## config.mk

```make
export PLATFORM = sky130hd
export DESIGN_NAME = periodic_timer_event_queue
export DESIGN_NICKNAME = d
export VERILOG_FILES = /design/src/rtl/pteq_pkg.sv /design/src/rtl/pteq_ram.sv /design/src/rtl/periodic_timer_event_queue.sv
export VERILOG_INCLUDE_DIRS = /design/src /design/src/rtl
export SDC_FILE = /design/constraint.sdc
export NUM_CORES = 2
export LEC_CHECK = 0
export ABC_CLOCK_PERIOD_IN_PS = 8500
export BUFFER_PORTS_ARGS = -buffer_cell sky130_fd_sc_hd__buf_2
export CAP_MARGIN = 25
export CORE_ASPECT_RATIO = 1.25
export CORE_MARGIN = 8
export CORE_UTILIZATION = 63
export DETAILED_ROUTE_END_ITERATION = 8
export PLACE_DENSITY = 0.79
export SYNTH_ARGS = -nofsm -noshare
export SYNTH_HDL_FRONTEND = slang
export SYNTH_SLANG_ARGS = --single-unit
```

## constraint.sdc

```tcl
create_clock -name clock -period 8.5 [get_ports clock]
set_input_delay 0.425 -clock clock [delete_from_list [all_inputs] [get_ports clock]]
set_output_delay 0.425 -clock clock [all_outputs]
set_load 0.01 [all_outputs]
```

## src/rtl/periodic_timer_event_queue_macros.svh

```systemverilog
// ----------------------------------------------------------------------------
// Assertion macros for the periodic timer event queue
// Clock is "clock", checks are off while "reset" is high.
// ----------------------------------------------------------------------------
`ifndef PERIODIC_TIMER_EVENT_QUEUE_MACROS_SVH
`define PERIODIC_TIMER_EVENT_QUEUE_MACROS_SVH

// cons must hold in the same cycle as ante
`define PTEQ_ASSERT_NOW(lbl, ante, cons, msg) \
   lbl: assert property (@(posedge clock) disable iff (reset) (ante) |-> (cons)) \
      else $error(msg);

// cons must hold in the cycle after ante
`define PTEQ_ASSERT_NEXT(lbl, ante, cons, msg) \
   lbl: assert property (@(posedge clock) disable iff (reset) (ante) |=> (cons)) \
      else $error(msg);

`endif

```

## src/rtl/pteq_pkg.sv

```systemverilog
// ----------------------------------------------------------------------------
// pteq_pkg
// Types and constants of the periodic timer event queue.
// ----------------------------------------------------------------------------
package pteq_pkg;

   // request opcodes
   localparam logic [1:0] OP_ADD    = 2'd0;
   localparam logic [1:0] OP_START  = 2'd1;
   localparam logic [1:0] OP_EXPIRE = 2'd2;

   // ms to ticks: ms * 15.625 = (ms * 125) >> 3
   localparam int TICK_MULT  = 125;
   localparam int TICK_SHIFT = 3;

   typedef struct packed {
      logic [15:0] remaining;
      logic [15:0] period;
      logic [7:0]  ev_id;
   } entry_type;

   typedef struct packed {
      logic [7:0]  fired_id;
      logic        fired_valid;
      logic [15:0] compare_ticks;
      logic        compare_valid;
      logic        underflow;
      logic        full_drop;
   } result_type;

endpackage

```

## src/rtl/pteq_ram.sv

```systemverilog
// ----------------------------------------------------------------------------
// pteq_ram
// Simple dual-port RAM, one write port, one read port, registered read.
// ----------------------------------------------------------------------------
module pteq_ram #(
   parameter int WIDTH = 40,
   parameter int DEPTH = 32
) (
   input  logic                                       clock,
   input  logic                                       wr_en,
   input  logic [((DEPTH > 1) ? $clog2(DEPTH) : 1)-1:0] wr_addr,
   input  logic [WIDTH-1:0]                           wr_data,
   input  logic [((DEPTH > 1) ? $clog2(DEPTH) : 1)-1:0] rd_addr,
   output logic [WIDTH-1:0]                           rd_data
);

   logic [WIDTH-1:0] mem [DEPTH];
   logic [WIDTH-1:0] rd_data_ff;

   always_ff @(posedge clock) begin
      if (wr_en) begin
         mem[wr_addr] <= wr_data;
      end
      rd_data_ff <= mem[rd_addr];
   end

   assign rd_data = rd_data_ff;

endmodule

```

## src/rtl/periodic_timer_event_queue.sv

```systemverilog
// ----------------------------------------------------------------------------
// periodic_timer_event_queue
// Flow: start goes S_IDLE, S_POP, S_RESP; add walks the N queued entries
//   (N = entries queued) in S_PASS before S_RESP, or goes straight to S_RESP
//   when the queue is full; expire walks in S_PASS, then S_POP_RD, S_POP,
//   S_RESP; ignored words go straight to S_RESP, which loads the output register.
// Throughput: one word at a time; the queue walk, one RAM entry per cycle,
//   runs for an expire and for an add that finds room.
// Reset: synchronous; empties the queue and clears the current event. The
//   entry RAM is not cleared, only entries below the count are ever used.
`include "periodic_timer_event_queue_macros.svh"

module periodic_timer_event_queue #(
   parameter int QUEUE_DEPTH = 32
) (
   input  logic        clock,
   input  logic        reset,
   input  logic        req_valid,
   output logic        req_stall,
   input  logic [1:0]  req_opcode,
   input  logic [15:0] req_period_ms,
   input  logic [7:0]  req_event_id,
   output logic        rsp_valid,
   input  logic        rsp_stall,
   output logic [7:0]  rsp_fired_id,
   output logic        rsp_fired_valid,
   output logic [15:0] rsp_compare_ticks,
   output logic        rsp_compare_valid,
   output logic        rsp_underflow,
   output logic        rsp_full_drop
);

   import pteq_pkg::*;

   // AW: RAM address, CW: count / logical index, SW: head + index before wrap
   localparam int AW = (QUEUE_DEPTH > 1) ? $clog2(QUEUE_DEPTH) : 1;
   localparam int CW = $clog2(QUEUE_DEPTH + 1);
   localparam int SW = $clog2(2 * QUEUE_DEPTH);
   localparam int EW = $bits(entry_type);

   typedef enum logic [4:0] {
      S_IDLE   = 5'b00001,
      S_PASS   = 5'b00010,
      S_POP_RD = 5'b00100,
      S_POP    = 5'b01000,
      S_RESP   = 5'b10000
   } state_type;

   // The queue is a ring in the RAM: logical entry 0 (the soonest) sits at
   // head_ff. Pops only move the head. Inserts walk the ring from the head,
   // one entry per cycle, and bubble the tail of the ring back by one slot.
   function automatic logic [AW-1:0] phys(input logic [AW-1:0] head,
                                          input logic [CW-1:0] idx);
      logic [SW-1:0] sum;
      sum = SW'(head) + SW'(idx);
      if (sum >= SW'(QUEUE_DEPTH)) begin
         sum = sum - SW'(QUEUE_DEPTH);
      end
      return sum[AW-1:0];
   endfunction

   state_type   state_ff, state_in;
   logic [CW-1:0] count_ff, count_in;
   logic [AW-1:0] head_ff, head_in;
   logic [CW-1:0] idx_ff, idx_in;         // logical entry whose read data is back
   logic        found_ff, found_in;       // insert slot already passed
   logic        ins_en_ff, ins_en_in;     // walk inserts new_ff at its slot
   logic        expire_ff, expire_in;     // walk belongs to an expire
   entry_type   carry_ff, carry_in;       // entry displaced one slot back
   entry_type   new_ff, new_in;
   logic [15:0] sub_ff, sub_in;           // amount taken off every remaining time
   result_type  res_ff, res_in;           // result being built

   logic [15:0] cur_interval_ff, cur_interval_in;
   logic [15:0] cur_period_ff, cur_period_in;
   logic [7:0]  cur_event_ff, cur_event_in;
   logic        active_ff, active_in;

   logic        rsp_valid_ff, rsp_valid_in;
   result_type  rsp_res_ff, rsp_res_in;

   // RAM side
   logic [CW-1:0] rd_idx;
   logic          wr_en;
   entry_type     wr_ent;
   logic [EW-1:0] ram_rd_data;
   entry_type     rd_ent;

   logic [22:0] tick_prod;
   logic [22:0] tick_raw;
   logic [15:0] ticks;

   entry_type   pass_ent;
   logic        in_range;
   logic        slot_hit;
   logic        has_room;

   // check terms
   logic        expire_acc;
   logic        pop_hit;

   pteq_ram #(
      .WIDTH (EW),
      .DEPTH (QUEUE_DEPTH)
   ) u_ram (
      .clock   (clock),
      .wr_en   (wr_en),
      .wr_addr (phys(head_ff, idx_ff)),
      .wr_data (wr_ent),
      .rd_addr (phys(head_ff, rd_idx)),
      .rd_data (ram_rd_data)
   );

   assign rd_ent = entry_type'(ram_rd_data);

   // period in ms to ticks, saturating at 16 bits
   assign tick_prod = 23'(req_period_ms) * 23'(TICK_MULT);
   assign tick_raw  = tick_prod >> TICK_SHIFT;
   assign ticks     = (|tick_raw[22:16]) ? 16'hFFFF : tick_raw[15:0];

   // entry coming back from the RAM, with the fired interval taken off
   always_comb begin
      pass_ent           = rd_ent;
      pass_ent.remaining = rd_ent.remaining - sub_ff;
   end

   assign in_range  = idx_ff < count_ff;
   assign slot_hit  = ins_en_ff && !found_ff && (pass_ent.remaining >= new_ff.remaining);
   assign has_room  = count_ff < CW'(QUEUE_DEPTH);
   assign req_stall = state_ff != S_IDLE;

   always_comb begin
      state_in        = state_ff;
      count_in        = count_ff;
      head_in         = head_ff;
      idx_in          = idx_ff;
      found_in        = found_ff;
      ins_en_in       = ins_en_ff;
      expire_in       = expire_ff;
      carry_in        = carry_ff;
      new_in          = new_ff;
      sub_in          = sub_ff;
      res_in          = res_ff;
      cur_interval_in = cur_interval_ff;
      cur_period_in   = cur_period_ff;
      cur_event_in    = cur_event_ff;
      active_in       = active_ff;
      rsp_res_in      = rsp_res_ff;
      rsp_valid_in    = rsp_valid_ff;
      rd_idx          = '0;        // idle: keep the head entry on the read port
      wr_en           = 1'b0;
      wr_ent          = pass_ent;

      if (rsp_valid_ff && !rsp_stall) begin
         rsp_valid_in = 1'b0;
      end

      case (state_ff)
         S_IDLE: begin
            if (req_valid) begin
               res_in    = '0;
               idx_in    = '0;
               found_in  = 1'b0;
               expire_in = 1'b0;
               state_in  = S_RESP;
               case (req_opcode)
                  OP_ADD: begin
                     new_in    = '{remaining: ticks, period: ticks, ev_id: req_event_id};
                     sub_in    = '0;
                     ins_en_in = 1'b1;
                     if (has_room) begin
                        state_in = S_PASS;
                     end else begin
                        res_in.full_drop = 1'b1;
                     end
                  end
                  OP_START: begin
                     // head entry is already on the read port
                     state_in = S_POP;
                  end
                  OP_EXPIRE: begin
                     // no current event: word answers all zero
                     if (active_ff) begin
                        res_in.fired_id    = cur_event_ff;
                        res_in.fired_valid = 1'b1;
                        res_in.full_drop   = !has_room;
                        new_in    = '{remaining: cur_period_ff, period: cur_period_ff,
                                      ev_id: cur_event_ff};
                        sub_in    = cur_interval_ff;
                        ins_en_in = has_room;
                        expire_in = 1'b1;
                        state_in  = S_PASS;
                     end
                  end
                  default: begin
                     state_in = S_RESP;
                  end
               endcase
            end
         end

         S_PASS: begin
            if (in_range) begin
               // write back entry idx, fetch idx+1
               rd_idx = idx_ff + 1'b1;
               wr_en  = 1'b1;
               if (slot_hit) begin
                  wr_ent   = new_ff;
                  carry_in = pass_ent;
                  found_in = 1'b1;
               end else if (found_ff) begin
                  wr_ent   = carry_ff;
                  carry_in = pass_ent;
               end
               idx_in = idx_ff + 1'b1;
            end else begin
               // one slot past the tail: last displaced entry, or new at tail
               if (ins_en_ff) begin
                  wr_en    = 1'b1;
                  wr_ent   = found_ff ? carry_ff : new_ff;
                  count_in = count_ff + 1'b1;
               end
               state_in = expire_ff ? S_POP_RD : S_RESP;
            end
         end

         S_POP_RD: begin
            // walk writes are done; read the new head
            state_in = S_POP;
         end

         S_POP: begin
            if (count_ff == '0) begin
               res_in.underflow = 1'b1;
            end else begin
               cur_interval_in      = rd_ent.remaining;
               cur_period_in        = rd_ent.period;
               cur_event_in         = rd_ent.ev_id;
               active_in            = 1'b1;
               head_in              = phys(head_ff, CW'(1));
               count_in             = count_ff - 1'b1;
               res_in.compare_ticks = rd_ent.remaining;
               res_in.compare_valid = 1'b1;
            end
            state_in = S_RESP;
         end

         S_RESP: begin
            if (!rsp_valid_ff || !rsp_stall) begin
               rsp_res_in   = res_ff;
               rsp_valid_in = 1'b1;
               state_in     = S_IDLE;
            end
         end

         default: begin
            state_in = S_IDLE;
         end
      endcase
   end

   // control state
   always_ff @(posedge clock) begin
      if (reset) begin
         state_ff        <= S_IDLE;
         count_ff        <= '0;
         head_ff         <= '0;
         cur_interval_ff <= '0;
         cur_period_ff   <= '0;
         cur_event_ff    <= '0;
         active_ff       <= 1'b0;
         rsp_valid_ff    <= 1'b0;
      end else begin
         state_ff        <= state_in;
         count_ff        <= count_in;
         head_ff         <= head_in;
         cur_interval_ff <= cur_interval_in;
         cur_period_ff   <= cur_period_in;
         cur_event_ff    <= cur_event_in;
         active_ff       <= active_in;
         rsp_valid_ff    <= rsp_valid_in;
      end
   end

   // walk payload, set up on every accepted word
   always_ff @(posedge clock) begin
      idx_ff     <= idx_in;
      found_ff   <= found_in;
      ins_en_ff  <= ins_en_in;
      expire_ff  <= expire_in;
      carry_ff   <= carry_in;
      new_ff     <= new_in;
      sub_ff     <= sub_in;
      res_ff     <= res_in;
      rsp_res_ff <= rsp_res_in;
   end

   assign rsp_valid         = rsp_valid_ff;
   assign rsp_fired_id      = rsp_res_ff.fired_id;
   assign rsp_fired_valid   = rsp_res_ff.fired_valid;
   assign rsp_compare_ticks = rsp_res_ff.compare_ticks;
   assign rsp_compare_valid = rsp_res_ff.compare_valid;
   assign rsp_underflow     = rsp_res_ff.underflow;
   assign rsp_full_drop     = rsp_res_ff.full_drop;

   // checks
   assign expire_acc = req_valid && !req_stall && req_opcode == OP_EXPIRE && active_ff;
   assign pop_hit    = state_ff == S_POP && count_ff != '0;

   `PTEQ_ASSERT_NOW(a_count_bound, 1'b1, count_ff <= CW'(QUEUE_DEPTH), "count above depth")
   `PTEQ_ASSERT_NOW(a_walk_index, state_ff == S_PASS, idx_ff <= count_ff, "walk past tail")
   `PTEQ_ASSERT_NEXT(a_expire_walk, expire_acc, state_ff == S_PASS, "expire did not walk")
   `PTEQ_ASSERT_NEXT(a_pop_count, pop_hit, count_ff == $past(count_ff) - 1'b1, "pop kept count")
   `PTEQ_ASSERT_NOW(a_active_holds, 1'b1, !$fell(active_ff), "current event lost")

endmodule
```

* After elaboration in Yosys (flattened, before gate mapping)
Memory sizes are Yosys's and may differ from the RTL's. A register that Yosys moved wholly into a read port is not among the register bits. Cells that the tools add are included. Widths: inputs -> output; s select.
Word-level totals: register bits after elaboration 219, bits in writable memories 1280, input port bits 30, logic and storage cells 151, memories 1
Memory list:
- u_ram.mem | words 32, bits a word 40, read ports 1, clocked after memory_dff 1, write ports 1, line pteq_ram.sv:17 | logic [WIDTH-1:0] mem [DEPTH];
Operators by class: $add $sub $neg 10, multipliers 1, order comparisons 6, eq/ne operators 17, mux-type cells 56, bitwise logic cells 1, reduce and logical (&&, ||, !) cells 28
Operator list (number):
- $mux 40 | 9
- $pmux 40 s2 | 1
- $mux 5 | 9
- $mux 6 | 7
- $pmux 18 s2 | 1
- $mux 16 | 2
- $pmux 16 s2 | 1
- $pmux 5 s5 | 1
- $pmux 6 s2 | 2
- $mul 16x7->23 const B | 1
- $mux 19 | 1
- $ge 6x6->1 const B | 3
- $ne 2x2->1 const B | 9
- $mux 17 | 1
- $ge 16x16->1 | 1
- $mux 1 | 16
- $sub 16x16->16 | 1
- $pmux 5 s3 | 1
- $reduce_and 3->1 | 5
- $sub 5x1->5 const B | 3
- $add 5x6->6 | 2
- $add 6x1->6 const B | 2
- $reduce_and 4->1 | 3
- $reduce_bool 2->1 | 5
- 22 further kinds | 32

* Depth between registers and ports, before layout
depth in word-level cells 6, depth in mapped cells 22, gate-level depth less buffers 20

* Cells and area by module
Synthesis repeated with hierarchy kept, for this count alone.
Unflattened totals: cells, all modules 4177, area total of the unflattened synthesis 64028.9 µm²
Modules (own cells, without submodules):
- pteq_ram | times used 1, cells an instance 2813, area an instance 50564.7 µm², seq. area each 39237.6 µm²
- periodic_timer_event_queue | times used 1, cells an instance 1364, area an instance 13464.2 µm², seq. area each 5485.3 µm²

* Worst setup path after synthesis
No wires, ideal clock.
path type reg2reg, start register u_ram.rd_data_ff[24] (netlist: u_ram.rd_data[24]) (read register of u_ram.mem), end register carry_ff[0] (netlist name), enable pin, setup time 0.451 ns, arrival 5.504 ns, path slack 2.545 ns, cell stages (with the launch flop) 20, buffers on the path 2, period minus slack after synthesis 5.955 ns, path through dfxtp_1 inv_1 ha_1 inv_1 fa_1 a21o_1 a21oi_1 o21ai_0 a21oi_1 o221ai_1 a21oi_1 xnor2_1 ha_1 and4_1 nand2_1 or3_1 and2_1 clkbuf_1 clkbuf_1 a21oi_1
RTL lines:
- start: declaration | line pteq_ram.sv:18 | logic [WIDTH-1:0] rd_data_ff;
- end signal: assignment | line periodic_timer_event_queue.sv:291 | carry_ff <= carry_in;
- end: declaration | line periodic_timer_event_queue.sv:69 | entry_type carry_ff, carry_in;

==> flow_summary.yaml <==
status:
  status: "finished clean"
global_route:
  grt_use_met1_pct: 39.97
  grt_util_met2_pct: 48.66
  antenna_found_initial: 3
  grt_start_max_net_pins: 98
  grt_pass1_vias: 34892
  grt_usage_pct: 30.38
  grt_remaining_overflow: 0
  gr-usage-met3_pct: 6.980
  grt_pass1_wl_mm: 241.0
  grt-busiest-layer: "met2"
synthesis:
  synth.distinct_cells: 70
  syn-mean-instance-area_um2: 18.51
  syn_area_um2: 62670
  synth_top_area_cell: "edfxtp_1"
  ys_seq_area_share_pct: 71.37
  synth_nets: 3576
  synth_edf_count: 1424
  synth_ff_type: "edfxtp_1"
  yosys-top-cells-area: "edfxtp_1, mux4_2, dfxtp_1, ha_1, fa_1"
  synthArstFlopShare_pct: 0
  synthCells: 3386
  ys_ff_latch: 1522
  synth_top_area_share_pct: 68.24
  ys.warnings.count: 0
clock_network:
  cts_hold_buf: 11
  cts_resized: 0
  cts_setup_buffers: 0
  htreeDepth: 4
  cts_buffer_depth: 3
  root_buffer: "clkbuf_16"
  cts_tree: "done"
  cts-buffers-inserted: 138
  clock_latency_ns: 0.78
  cts.reportedPaths.clkPinSlew_ns: 0.07
  clkSinkCount: 1522
timing:
  period_minus_slack_ns: 6.419
  skew_ns: 0.02511
  worst_pin_slew_ns: 1.160
  final-max-slew-violation-count: 0
  hold_viol: 0
  max_freq_mhz: 155.8
  setup_viol_count_final: 0
  period_share_pct: 75.51
  tns_ns: 0
  maxSlewHeadroom_pct: 22.69
  rsz0062_at_grt: "no"
power:
  irDropWorstVdd_uv: 238.1
  power.density_nw_per_um2: 234.5
  fin_total_pwr_mw: 16.53
  p_leak_nw: 22.79
routing:
  avgRoutedWirePerCell_um: 34.11
  routed_wl_mm: 169.3
  via_per_inst: 7.035
  num_vias: 34916
  dr.pass1.iters: 6
  drcViolationCount: 0
  drt_iter0_drc: 5084
  antenna_left: 0
placement:
  hpwlAfterDp_mm: 90.17
  port_buffers: 59
  place_congestion: 0.9481
finish:
  antenna_cells: 0
  nets: 3727
  drive_gt1_share_pct: 22.09
  utilization_pct: 71.37
  area_growth_pct: 12.51
floorplanning:
  core_area_um2: 98780
  row_count: 129
  die_h_um: 368.6
  pin_count: 60
  die_x_um: 298.1
  start_util_pct: 63.44
  dieArea_um2: 109900
hold_path:
  min_path_type: "in -> reg"
critical_path:
  critical_path_arrival_ns: 6.84
  critPathRequiredTime_ns: 8.92
  cp_max_fo: 32
  r2r_slack_ns: 2.08
  critPathKind: "reg -> reg"
  worstSetupEndpointType: "flip-flop"
  startpoint_type: "flip-flop"
job:
  maxCapViolCount: 0
-- state kept, by name, indices dropped and copies added (netlist names), 5 cells and up --
signal	cells
u_ram.mem	1280
head_ff	5
carry_ff	40
sub_ff	16
idx_ff	6
cur_period_ff	16
state_ff	5
cur_event_ff	8
u_ram.rd_data	40
new_ff	24
rsp_fired_id	8
rsp_compare_ticks	16
res_ff	27
cur_interval_ff	16
count_ff	6
-- cell type report --
type	instances	area [um2]
Sequential cell	1522	44720
Multi-Input combinational cell	1562	17280
Clock buffer	184	3862
Fill cell	5613	28280
Tap cell	1310	1639
Inverter	139	521.8
Clock inverter	72	770.7
Timing Repair Buffer	174	1712
-- routing by layer --
layer / wire length [um] / share of wire, %
met5: 54 / 0.032
met3: 20160 / 12
met1: 58490 / 35
met2: 81020 / 48
met4: 9585 / 5.7
-- synth_stat cells, types with 34 or more instances --
| library cell | count |
|---|---|
| edfxtp_1 | 1424 |
| mux4_2 | 320 |
| nand2_1 | 173 |
| inv_1 | 138 |
| a21oi_1 | 133 |
| clkbuf_1 | 127 |
| nor2_1 | 120 |
| ha_1 | 102 |
| dfxtp_1 | 98 |
| mux2i_1 | 97 |
| mux2_1 | 60 |
| fa_1 | 58 |
| o22ai_1 | 44 |
| a221oi_1 | 41 |
| and2_1 | 39 |
| and3_1 | 35 |
| o21ai_0 | 34 |
| xnor2_1 | 34 |
-- logic make-up (layout without fill, tap and decap cells) --
family	count (synthesis)	in the layout	share of synthesized area [%]
AO/OA/AOI/OAI	405	405	4.271
buffers and inverters	302	569	1.915
AND/OR/NAND/NOR	441	441	3.229
adder cells (fa/ha/maj)	160	160	3.889
flip-flops	1522	1522	71.37
multiplexers	498	498	14.51
XOR/XNOR	58	58	0.8226
-- worst max-delay path, cell delays in order, from the launching register on --
cell	delay, ns
edfxtp_1	0.41
inv_1	0.13
ha_1	0.23
nor2b_1	0.13
o21a_1	0.17
o21ai_0	0.24
a21oi_1	0.22
a2111oi_0	0.45
nor3_1	0.14
xor2_1	0.33
ha_1	0.32
a21o_1	0.19
a21oi_1	0.14
nor2b_1	0.05
o21ai_0	0.29
o21a_1	0.41
and2_1	0.57
buf_4	0.45
o21ai_1	0.23
o21ai_2	0.93
-- report_power, final --
part           total [mW]  switching (mW)  internal, mW
clock                6.35            2.80          3.55
combinational        1.85            1.20         0.647
sequential           8.34          0.0427          8.30
-- cells in the final DEF (no fill, tap or decap), types with 28 or more instances in the layout --
| cell | netlist | layout |
|---|---|---|
| clkbuf_1 | 127 | 28 |
| mux2_1 | 60 | 60 |
| fa_1 | 58 | 57 |
| nand2_1 | 173 | 171 |
| xnor2_1 | 34 | 34 |
| buf_2 | 11 | 59 |
| a21oi_1 | 133 | 130 |
| and3_1 | 35 | 34 |
| clkbuf_16 | 0 | 146 |
| and2_1 | 39 | 39 |
| mux2i_1 | 97 | 97 |
| inv_1 | 138 | 138 |
| nor2_4 | 0 | 34 |
| a221oi_1 | 41 | 41 |
| nor2_1 | 120 | 86 |
| ha_1 | 102 | 101 |
| mux4_2 | 320 | 320 |
| edfxtp_1 | 1424 | 1424 |
| o22ai_1 | 44 | 44 |
| buf_4 | 12 | 62 |
| dfxtp_1 | 98 | 98 |
-- stage by stage --
| step | area, um2 | instances | setup slack (ns) | hold WS [ns] |
|---|---|---|---|---|
| 3_5_place_dp | 65250 | 4669 | 2.221 | 0.4054 |
| 5_1_grt | 70500 | 4963 | 1.761 | 0.07258 |
| 6_report | 70500 | 4963 | 2.081 | 0.06973 |
| 4_1_cts | 69990 | 4936 | 2.212 | 0.02387 |
| 3_3_place_gp | 65060 | 4661 | 2.283 | 0.4015 |
| 2_1_floorplan | 62670 | 3386 | 2.545 | 0.4003 |
-- worst paths after layout --
check	cells past startpoint	start	to
min	4	req_opcode[0]	state_ff[1]$_SDFFE_PP0P_
min reg2reg	0	res_ff[24]$_SDFFCE_PN0P_	rsp_fired_id[4]$_DFFE_PP_
max reg2reg	19	sub_ff[1]$_SDFFCE_PN0P_	u_ram.mem[22][30]$_DFFE_PP_
max	19	sub_ff[1]$_SDFFCE_PN0P_	u_ram.mem[22][30]$_DFFE_PP_
Note: power is estimated with default switching activity, not from simulation.
